## src/hw/rtl/nurbs_div.sv

```systemverilog
// Restoring divider, one quotient bit per cycle.
module nurbs_div #(
  parameter int NW = 65,
  parameter int DW = 34
) (
  input  logic          clk,
  input  logic          rst_n,
  input  logic          start,
  input  logic [NW-1:0] num,
  input  logic [DW-1:0] den,
  output logic          busy,
  output logic          done,
  output logic [NW-1:0] quo
);
  localparam int CW = $clog2(NW + 1);

  logic [NW-1:0] num_r;
  logic [DW-1:0] den_r;
  logic [DW-1:0] rem_r;
  logic [NW-1:0] quo_r;
  logic [CW-1:0] cnt_r;
  logic          busy_r;
  logic          done_r;

  logic [DW:0] rem_sh;
  logic [DW:0] diff;
  logic        ge;

  assign rem_sh = {rem_r, num_r[NW-1]};
  assign ge     = rem_sh >= {1'b0, den_r};
  assign diff   = rem_sh - {1'b0, den_r};

  always_ff @(posedge clk) begin
    if (!rst_n) begin
      busy_r <= 1'b0;
      done_r <= 1'b0;
      cnt_r  <= '0;
    end else begin
      done_r <= 1'b0;
      if (start) begin
        busy_r <= 1'b1;
        cnt_r  <= CW'(NW);
      end else if (busy_r) begin
        cnt_r <= cnt_r - CW'(1);
        if (cnt_r == CW'(1)) begin
          busy_r <= 1'b0;
          done_r <= 1'b1;
        end
      end
    end
  end

  always_ff @(posedge clk) begin
    if (start) begin
      num_r <= num;
      den_r <= den;
      rem_r <= '0;
      quo_r <= '0;
    end else if (busy_r) begin
      rem_r <= ge ? diff[DW-1:0] : rem_sh[DW-1:0];
      num_r <= num_r << 1;
      quo_r <= {quo_r[NW-2:0], ge};
    end
  end

  assign busy = busy_r;
  assign done = done_r;
  assign quo  = quo_r;

endmodule

```

## config.mk

```make
export PLATFORM = sky130hd
export DESIGN_NAME = nurbs_div
export DESIGN_NICKNAME = d
export VERILOG_FILES = /design/src/hw/rtl/nurbs_div.sv
export SDC_FILE = /design/constraint.sdc
export NUM_CORES = 1
export LEC_CHECK = 0
export ABC_AREA = 1
export BUFFER_PORTS_ARGS = -buffer_cell sky130_fd_sc_hd__buf_2
export CAP_MARGIN = 30
export CORE_ASPECT_RATIO = 2
export CORE_MARGIN = 2
export CORE_UTILIZATION = 45
export DETAILED_ROUTE_END_ITERATION = 8
export GPL_TIMING_DRIVEN = 0
export PLACE_DENSITY = 0.73
export SYNTH_ARGS = -nofsm -noshare
export SYNTH_HDL_FRONTEND = slang
export SYNTH_SLANG_ARGS = --single-unit
```

## constraint.sdc

```tcl
create_clock -name clk -period 9.3 [get_ports clk]
set_clock_uncertainty 0.15 [all_clocks]
set_input_delay 0.465 -clock clk [delete_from_list [all_inputs] [get_ports clk]]
set_output_delay 0.465 -clock clk [all_outputs]
set_load 0.05 [all_outputs]
```

# After elaboration in Yosys (flattened, before gate mapping)
# Cells that the tools add are included.
[totals] out_inout_bits=67 inputBits=102 elab_cells=26 ff_bits=207
[op_classes] n_addsub=2 eq_ne=1 order_cmp=1 n_reduce_logical=3 mux=9 bitwise=2
[op_table] op="two-way mux 65 bit" n=2
[op_table] op=">= comparator 35 x 34 -> 1 bit" n=1
[op_table] op="two-way mux 34 bit" n=1
[op_table] op="subtractor 34 bit" n=1
[op_table] op="two-way mux 7 bit" n=2
[op_table] op="equality test 7 x 1 -> 1 bit, second input constant" n=1
[op_table] op="subtractor 7 x 1 -> 7 bit, second input constant" n=1
[op_table] op="two-way mux 1 bit" n=4
[op_table] op="OR reduction 3 bit" n=1
[op_table] op="NOT 1 bit" n=2
[op_table] op="nonzero test 2 bit" n=1
[op_table] op="OR reduction 2 bit" n=1

# Depth between registers and ports, before layout
# Gate-level depths: netlist of run 1.
[logic_depth] depth_word=4 depth_mapped=17 depth_no_buf=17

# Worst setup path after synthesis of run 1
# No wires, ideal clock.
[synth_path] kind="register to register" startpoint="register busy_r, in the netlist busy" endpoint="register num_r[0], enable pin" t_required_ns=8.695 stages_incl_launch_ff=4 setup_ns=0.455 n_path_buf=1 synth_period_minus_slack_ns=3.603 arrival_time_ns=2.997 slack_ns=5.697 cell_sequence="dfxtp_1 -> nor2_1 -> inv_1 -> clkbuf_1"
[synth_between] elab_chain_cells=1
[synth_lines] item="start: declaration" line="22" rtl="logic busy_r;"
[synth_lines] item="start signal: assignment" line="35" rtl="busy_r <= 1'b0;"
[synth_lines] item="start signal: assignment" line="41" rtl="busy_r <= 1'b1;"
[synth_lines] item="start signal: assignment" line="46" rtl="busy_r <= 1'b0;"
[synth_lines] item="nonzero test 2 bit (no line)"
[synth_lines] item="end signal: assignment" line="55" rtl="num_r <= num;"
[synth_lines] item="end signal: assignment" line="61" rtl="num_r <= num_r << 1;"
[synth_lines] item="end: declaration" line="17" rtl="logic [NW-1:0] num_r;"
# Every way passes these cells.
# A chain may end at the register's enable or synchronous reset.

# Worst setup path in the final report of run 1
[layout_path] startpoint="register den_r[16]" endpoint="register rem_r[26]"
[layout_between] elab_chain_cells=2 word_cells_on_any_way=3 cone_classes="1 x add/sub; 1 x order compare; 1 x mux"
[layout_lines] item="start: declaration" line="18" rtl="logic [DW-1:0] den_r;"
[layout_lines] item="start signal: assignment" line="56" rtl="den_r <= den;"
[layout_lines] item="subtractor 34 bit / >= comparator 35 x 34 -> 1 bit (equally long branches)" line="31, 30"
[layout_lines] item="two-way mux 34 bit (*)" line="60" rtl="rem_r <= ge ? diff[DW-1:0] : rem_sh[DW-1:0];"
[layout_lines] item="end signal: assignment" line="60"
[layout_lines] item="end: declaration" line="19" rtl="logic [DW-1:0] rem_r;"
# Mark *: on every way between the ends. The rest lies on a longest branch, timed or not.

==> results.json, run 1 <==
{
  "fin_nets": 1744,
  "hold_viol": 0,
  "start_util": 0.4552,
  "final_area_sq_um": 12660,
  "grt_max_degree": 75,
  "gr-total-overflow": 0,
  "clock.fmax_mhz": 354.0,
  "r2r-end": "rem_r[26]",
  "tritoncts": "yes",
  "synth.most_common_cell": "nand2_1",
  "finalSetupViolations": 0,
  "synth.area.top_cells": "edfxtp_1 (28%), dfxtp_1 (21%), nand2_1 (17%)",
  "area_growth_pct": 20.26,
  "antenna_found_initial": 0,
  "cts_setup_buffers": 0,
  "arrival_ns": 3.07,
  "dp.final_hpwl_mm": 23.43,
  "ys_ff_latch": 207,
  "dieArea_sq_um": 24710,
  "path_max_fanout": 10,
  "ir_worst_vdd_uv": 170.1,
  "start_kind": "flop",
  "rsz0062_at_grt": "no",
  "yosysWarnings": 0,
  "htreeDepth": 1,
  "num_io_pins": 169,
  "ys_top_cells_by_count": "nand2_1 (488), inv_1 (242), dfxtp_1 (108), edfxtp_1 (99), nor2_1 (81)",
  "drt-wirelength-per-cell_um": 15.80,
  "grt_pass1_vias": 9343,
  "cts_num_sinks": 207,
  "via_per_inst": 4.963,
  "post-route-min-period_ns": 2.825,
  "slew_viol_final": 0,
  "route.met3.wl_mm": 1.130,
  "crit_required_ns": 9.54,
  "core_area_sq_um": 23130,
  "tns_ns": 0,
  "cts_buffer_depth": 3,
  "finalWirelength_mm": 30.01,
  "drtAntennaViolNets": 0,
  "layout-drive-gt1-share": 0.1429,
  "synthArstFlopShare": 0,
  "path_clk_slew_ns": 0.07,
  "num_rows": 79,
  "ys_seq_area_frac": 0.4877,
  "reg2reg_from": "den_r[16]",
  "tightest_slew_ns": 0.9389,
  "worstSetupPathType": "flop to flop",
  "rrSetupSlack_ns": 6.47,
  "synth_top_cell_by_area": "edfxtp_1",
  "dr.pass1.iters": 7,
  "cts_hold_buf": 34,
  "wl_met1_mm": 10.15,
  "outcome": "finished clean",
  "vias": 9425,
  "whs_path_depth": 3,
  "gp_congestion": 0.9727,
  "endpoint_kind": "flop",
  "min_path_type": "input port to flop",
  "drc": 0,
  "grt_first_pass_wirelength_mm": 45.80,
  "synth_edf_count": 99,
  "synth_ff_type": "dfxtp_1",
  "netlist_instances": 1381,
  "max_cap_violations": 0,
  "clock_latency_ns": 0.50,
  "synth_top_area_frac": 0.2824,
  "slew_headroom": 0.3741,
  "drtIter0Drc": 367,
  "port_buffers": 168,
  "utilization": 0.5474,
  "p_leak_nw": 6.320,
  "synth.distinct_cells": 41,
  "avgSynthCellArea_sq_um": 7.624,
  "track_usage": 0.2356,
  "fill_cells": 2293,
  "n_antenna_cell": 0,
  "p_per_area_nw_per_um2": 155.5,
  "holdPathEnd": "num_r[2]",
  "syn-cell-area_sq_um": 10530,
  "root_buffer": "clkbuf_16",
  "rr_worst_depth": 14,
  "cts_inserted_buffers": 19,
  "wl_met2_mm": 16.75,
  "cts_resized": 0,
  "dpl_cell_area_sq_um": 11760,
  "whs_ns": 0.08572,
  "die_h_um": 220.3,
  "hp-start": "num[2]",
  "die_width_um": 112.2,
  "period_share": 0.3038,
  "routed.top_layer": "met4",
  "syn-num-nets": 1520
}
[layer usage]
metal	track usage	vias to the layer above
met3	0.03013	88
met1	0.2147	4250
li1	-	4838
met5	0	-
met4	0.1488	0
met2	0.4765	249
[cell usage in the layout, fill, tap and decap left out, types with 4 or more instances in the layout]
cell / Yosys / routed
xnor2_1: 5 / 5
o22ai_1: 62 / 62
o21ai_1: 9 / 9
edfxtp_1: 99 / 99
nand4_1: 27 / 27
ha_1: 36 / 36
nand2_1: 488 / 488
nor2_1: 81 / 81
xor2_1: 9 / 9
clkbuf_16: 0 / 19
buf_1: 4 / 4
inv_2: 4 / 4
nor3_1: 8 / 8
buf_2: 8 / 176
o21ai_0: 25 / 25
nand2_2: 6 / 6
o211ai_1: 4 / 4
a21oi_1: 27 / 27
dlygate4sd3_1: 0 / 34
nand3_1: 69 / 69
inv_1: 242 / 242
buf_6: 4 / 4
clkbuf_1: 29 / 33
dfxtp_1: 108 / 108
[power by group]
| part | internal [mW] | leakage (nW) | total, mW | switching (mW) |
|---|---|---|---|---|
| Sequential | 1.01 | 1.87 | 1.02 | 0.0145 |
| Combinational | 0.0734 | 4.18 | 0.210 | 0.136 |
| Clock | 0.397 | 0.269 | 0.735 | 0.338 |
| Total | 1.48 | 6.32 | 1.97 | 0.489 |
[layout make-up]
cell class	count	area, sq um	share of cell area
Sequential cell	207	5135	0.4055
Tap cell	283	354.1	0.02796
Clock buffer	26	521.8	0.04121
Inverter	246	923.4	0.07293
Timing Repair Buffer	203	1209	0.09545
Clock inverter	6	45.04	0.003557
Buffer	46	220.2	0.01739
Multi-Input combinational cell	882	4254	0.3360
[per-stage QoR]
| stage | total power, mW | std cells | setup WS (ns) |
|---|---|---|---|
| finish | 1.969 | 1899 | 6.475 |
| global route | 2.041 | 1899 | 6.424 |
| CTS | 1.983 | 1899 | 6.520 |
| detailed placement | 1.242 | 1833 | 6.143 |
| global placement | 1.237 | 1832 | 4.189 |
| floorplan | 1.166 | 1381 | 5.697 |
[kinds of logic after synthesis]
family,after synthesis,share of synthesized area
simple gates,696,0.2731
buf+inv,292,0.1083
flops,207,0.4877
compound gates,135,0.07463
fa+ha+maj,37,0.04468
xor+xnor,14,0.01165
[worst max-delay path by stage]
| stage | start | endpoint | slack, ns | cells past startpoint |
|---|---|---|---|---|
| detailed placement | start | quo[46] | 6.14 | 6 |
| global route | den_r[16] | rem_r[26] | 6.42 | 14 |
| global placement | start | num_r[50] | 4.19 | 4 |
| CTS | den_r[16] | rem_r[26] | 6.52 | 14 |
| finish | den_r[16] | rem_r[26] | 6.47 | 14 |
| floorplan | busy | num_r[0] | 5.70 | 3 |
[worst max-delay path, stage by stage, from the launching register on]
cell and delay, ns:
edfxtp_1 0.33, inv_1 0.04, ha_1 0.37, nand2_1 0.16
nor2_1 0.34, nand2_1 0.24, nor2_1 0.17, nand2_2 0.08
nand2_2 0.10, nand2_2 0.10, nand2_4 0.11, buf_6 0.18
nand3_1 0.15, o211ai_1 0.12, nand2_1 0.06
[state kept, by name (all words and copies together), names as in the netlist]
signal / cells
cnt_r: 7
busy: 1
den_r: 34
rem_r: 34
done: 1
quo: 65
num_r: 65
Note: power is estimated with default switching activity, not from simulation.
==> inputs of run 2 (changes only) <==
- clock period: 9.3 -> 2.6 ns (I/O delays scaled with it)
==> results.json, run 2 (synthesized netlist as in run 1, its figures left out) <==
{
  "final_common_cell": "nand2_1",
  "cts_num_sinks": 207,
  "endpoint_kind": "flop",
  "outcome": "finished clean",
  "fin_nets": 1814,
  "num_rows": 79,
  "vias": 10063,
  "slew_viol_final": 0,
  "critPathMostFrequentCell": "nand2_2",
  "tritoncts": "yes",
  "arrival_ns": 2.73,
  "utilization": 0.5917,
  "slew_headroom": 0.4206,
  "die_width_um": 112.2,
  "final_area_sq_um": 13690,
  "gp_congestion": 0.9529,
  "p_per_area_nw_per_um2": 545.9,
  "clock_latency_ns": 0.50,
  "worstSetupPathType": "flop to flop",
  "finalNonFillerCells": 1973,
  "num_io_pins": 169,
  "grt_pass1_vias": 10309,
  "drc": 0,
  "final_cell_mix": "nand2_1 (476), inv_1 (242), buf_2 (173), dfxtp_1 (108), dlygate4sd3_1 (101)",
  "crit_required_ns": 2.84,
  "crit_slowest_cell": "ha_2",
  "max_cap_violations": 0,
  "path_max_fanout": 10,
  "clock.fmax_mhz": 401.4,
  "die_h_um": 220.3,
  "core_area_sq_um": 23130,
  "path_clk_slew_ns": 0.06,
  "tightest_slew_ns": 0.8690,
  "dpl_cell_area_sq_um": 11760,
  "period_share": 0.9582,
  "gr-total-overflow": 0,
  "hold_viol": 0,
  "rr_worst_depth": 14,
  "rsz0062_at_grt": "yes",
  "finalWirelength_mm": 32.55,
  "dieArea_sq_um": 24710,
  "reg2reg_from": "den_r[12]",
  "port_buffers": 168,
  "grt_max_degree": 75,
  "cts_inserted_buffers": 20,
  "grt_first_pass_wirelength_mm": 50.54,
  "finalSetupViolations": 0,
  "crit_start": "den_r[12]",
  "dr.pass1.iters": 5,
  "hp-start": "den[19]",
  "layout-drive-gt1-share": 0.1652,
  "path_cells": "inv_1 -> ha_2 -> nand2_2 -> nor2_4 -> nand2_1 -> nor2_1 -> nand2_2 -> nand2_2 -> nand2_2 -> nand2_4 -> buf_8 -> nand3_1 -> o211ai_1 -> nand2_1",
  "area_growth_pct": 29.99,
  "rrSetupSlack_ns": 0.11,
  "start_util": 0.4552,
  "track_usage": 0.2594,
  "cpPeakStageDelay_ns": 0.36,
  "min_path_type": "input port to flop",
  "post-route-min-period_ns": 2.491,
  "root_buffer": "clkbuf_16",
  "drtIter0Drc": 483,
  "dp_cells": 1833,
  "p_leak_nw": 6.675,
  "cts_buffer_depth": 3,
  "drtAntennaViolNets": 0,
  "htreeDepth": 1,
  "ir_worst_vdd_uv": 548.0,
  "antenna_found_initial": 0,
  "whs_path_depth": 2,
  "via_per_inst": 5.100,
  "drt-wirelength-per-cell_um": 16.50,
  "dp.final_hpwl_mm": 23.48,
  "start_kind": "flop",
  "tns_ns": 0
}
[run 2: changes by cell type in the layout (fill, tap and decap cells not counted), sizes merged]
cell	change
bufinv	+1
clkbuf	+5
clkinv	+2
clkinvlp	-2
diode	+1
dlygate4sd3	+67
[run 2: worst paths after layout]
kind | endpoint
worst min register to register | quo[64]
worst max-delay path | rem_r[24]
worst max register to register | rem_r[24]
worst min-delay path | den_r[19]
[run 2: power breakdown]
group	internal [mW]	switching, mW	total (mW)
Sequential	3.61	0.0557	3.67
Clock	1.68	1.23	2.91
Combinational	0.352	0.541	0.893
Total	5.65	1.83	7.47
[run 2: critical path, delay by kind of cell (launching register included)]
family | cells | cell delay (ns)
fa+ha+maj | 1 | 0.36
simple gates | 10 | 1.22
compound gates | 1 | 0.12
flops | 1 | 0.32
buf+inv | 2 | 0.21
[run 2: layout make-up]
cell class / count / area [sq um]
clock inverters: 7 / 66.31
inverters: 246 / 923.4
repair buffers: 272 / 1907
well taps: 283 / 354.1
flip-flops and latches: 207 / 5135
plain buffers: 46 / 231.5
clock buffers: 29 / 586.8
diodes: 1 / 2.502
multi-input cells: 882 / 4481
fillers: 2079 / 9443
[run 2: per-stage QoR]
step	hold WS [ns]	total power [mW]	setup WS, ns
4_1_cts	0.1736	7.453	0.01751
3_3_place_gp	0.1569	4.424	-0.7682
6_report	0.1923	7.472	0.1086
5_1_grt	0.1804	7.754	-0.02884
2_1_floorplan	0.07887	4.169	0.07041
3_5_place_dp	0.1581	4.445	-0.2545
[run 2: per-layer routing]
layer  GRT usage  wire length [um]  vias to the layer above
li1            -                 -                     4963
met1      0.2326             10480                     4621
met2      0.5143             18150                      341
met3     0.03259              1400                      138
met4      0.1943              2520                        0
met5           0                 0                        -
[run 2: repair_timing]
item | in CTS | in global routing
gates resized for setup | 9 | 50
setup buffers | 0 | 1
hold buffers | 100 | 1
endpoints found under the hold margin | 108 | 26
endpoints found under the setup margin | 31 | 34
pin swaps | 0 | 3
==> inputs of run 3 (changes only) <==
- CTS_BUF_LIST: not set -> sky130_fd_sc_hd__clkbuf_16
==> results.json, run 3 (synthesized netlist as in run 1, its figures left out) <==
{
  "gp_congestion": 0.9529,
  "cts_inserted_buffers": 20,
  "drc": 0,
  "gr-total-overflow": 0,
  "max_cap_violations": 0,
  "drt-wirelength-per-cell_um": 16.45,
  "grt_max_degree": 75,
  "p_leak_nw": 6.694,
  "grt_pass1_vias": 10336,
  "path_clk_slew_ns": 0.07,
  "rrSetupSlack_ns": 0.12,
  "drtIter0Drc": 440,
  "fin_nets": 1814,
  "cts_num_sinks": 207,
  "endpoint_kind": "flop",
  "track_usage": 0.2587,
  "ir_worst_vdd_uv": 545.7,
  "setup.worst_path.end": "rem_r[28]",
  "port_buffers": 168,
  "rsz0062_at_grt": "yes",
  "die_width_um": 112.2,
  "area_growth_pct": 29.90,
  "arrival_ns": 2.72,
  "final_common_cell": "nand2_1",
  "worst_slack_ns": 0.1178,
  "cts_buffer_depth": 3,
  "tightest_slew_ns": 0.8497,
  "slew_viol_final": 0,
  "r2r-end": "rem_r[28]",
  "period_share": 0.9547,
  "grt_first_pass_wirelength_mm": 50.42,
  "clock.fmax_mhz": 402.9,
  "path_max_fanout": 3,
  "reg2reg_from": "num_r[64]",
  "post-route-min-period_ns": 2.482,
  "min_path_type": "input port to flop",
  "final_cell_mix": "nand2_1 (476), inv_1 (248), buf_2 (173), dfxtp_1 (108), dlygate4sd3_1 (101)",
  "core_area_sq_um": 23130,
  "p_per_area_nw_per_um2": 542.1,
  "vias": 9970,
  "root_buffer": "clkbuf_16",
  "num_io_pins": 169,
  "utilization": 0.5913,
  "place_worst_setup_slack_ns": -0.2545,
  "drtAntennaViolNets": 0,
  "hold_viol": 0,
  "die_h_um": 220.3,
  "rr_worst_depth": 16,
  "finalWirelength_mm": 32.46,
  "start_util": 0.4552,
  "dr.pass1.iters": 5,
  "clock_latency_ns": 0.50,
  "crit_start": "num_r[64]",
  "slew_headroom": 0.4335,
  "antenna_found_initial": 0,
  "fill_cells": 2079,
  "via_per_inst": 5.053,
  "finalSetupViolations": 0,
  "dp.final_hpwl_mm": 23.48,
  "outcome": "finished clean",
  "dieArea_sq_um": 24710,
  "crit_required_ns": 2.83,
  "num_rows": 79,
  "tritoncts": "yes",
  "worstSetupPathType": "flop to flop",
  "htreeDepth": 1,
  "layout-drive-gt1-share": 0.1646,
  "start_kind": "flop"
}
## run 3: cell types whose count changed in the layout (fill, tap and decap cells not counted)
| cell | delta |
|---|---|
| inv_1 | +6 |
| clkbuf_1 | -6 |
| clkbuf_8 | -1 |
| clkinv_1 | +1 |
## run 3: critical path, cell delays in order (launching register included)
cell and delay (ns):
edfxtp_1 0.36, inv_1 0.14, ha_4 0.17, inv_1 0.05, fa_2 0.37, nand2_1 0.09, nand3_1 0.10, nand2_2 0.12
inv_1 0.06, nand3_1 0.08, nand3_2 0.15, nand2_2 0.16, nand2_1 0.06, nand2_1 0.07, nand3_1 0.07, o211ai_1 0.09
nand2_1 0.07
## run 3: area by class of cell
type / instances / area, sq um / share of cell area
tap: 283 / 354.1 / 0.02589
clock inverter: 14 / 92.59 / 0.006770
timing repair buffer: 272 / 1907 / 0.1394
clock buffer: 22 / 550.5 / 0.04025
antenna: 1 / 2.502 / 0.0001830
inverter: 246 / 923.4 / 0.06751
multi-input combinational: 882 / 4481 / 0.3276
buffer: 46 / 231.5 / 0.01692
sequential: 207 / 5135 / 0.3754
## run 3: stage by stage
step	hold slack [ns]	cell area [sq um]	instances	total power, mW	setup TNS (ns)
floorplan	0.07887	10530	1381	4.169	0
global placement	0.1569	11730	1832	4.424	-60.38
detailed placement	0.1581	11760	1833	4.445	-12.25
CTS	0.1736	13430	1969	7.401	0
global route	0.1804	13670	1972	7.704	-0.05530
finish	0.1926	13680	1973	7.414	0
## run 3: where the power goes
part	internal, mW	switching, mW	total (mW)
Sequential	3.61	0.0562	3.67
Combinational	0.352	0.541	0.893
Clock	1.63	1.22	2.85
Total	5.59	1.82	7.41
## run 3: worst min-delay path by stage
stage	startpoint	end	slack, ns	cells after the start
after floorplan	den[0]	den_r[0]	0.08	0
after detailed placement	den[15]	den_r[15]	0.16	1
after global routing	den[14]	den_r[14]	0.18	2
after CTS	den[14]	den_r[14]	0.17	2
final	den[19]	den_r[19]	0.19	2
after global placement	den[24]	den_r[24]	0.16	1
## run 3: metal layers
metal | vias to the layer above | wire (um) | global-route usage | share of wire
li1 | 4966 | - | - | -
met1 | 4560 | 10490 | 0.2306 | 0.32
met2 | 313 | 18110 | 0.5120 | 0.56
met3 | 131 | 1383 | 0.03396 | 0.043
met4 | 0 | 2479 | 0.1963 | 0.076
met5 | - | 0 | 0 | 0
## run 3: what timing repair did
action                     in CTS  in global routing
hold endpoints to repair      108                 26
gates resized for setup         9                 50
setup endpoints to repair      31                 34
cloned                          0                  0
setup buffers                   0                  1
pin swaps                       0                  3
hold buffers                  100                  1
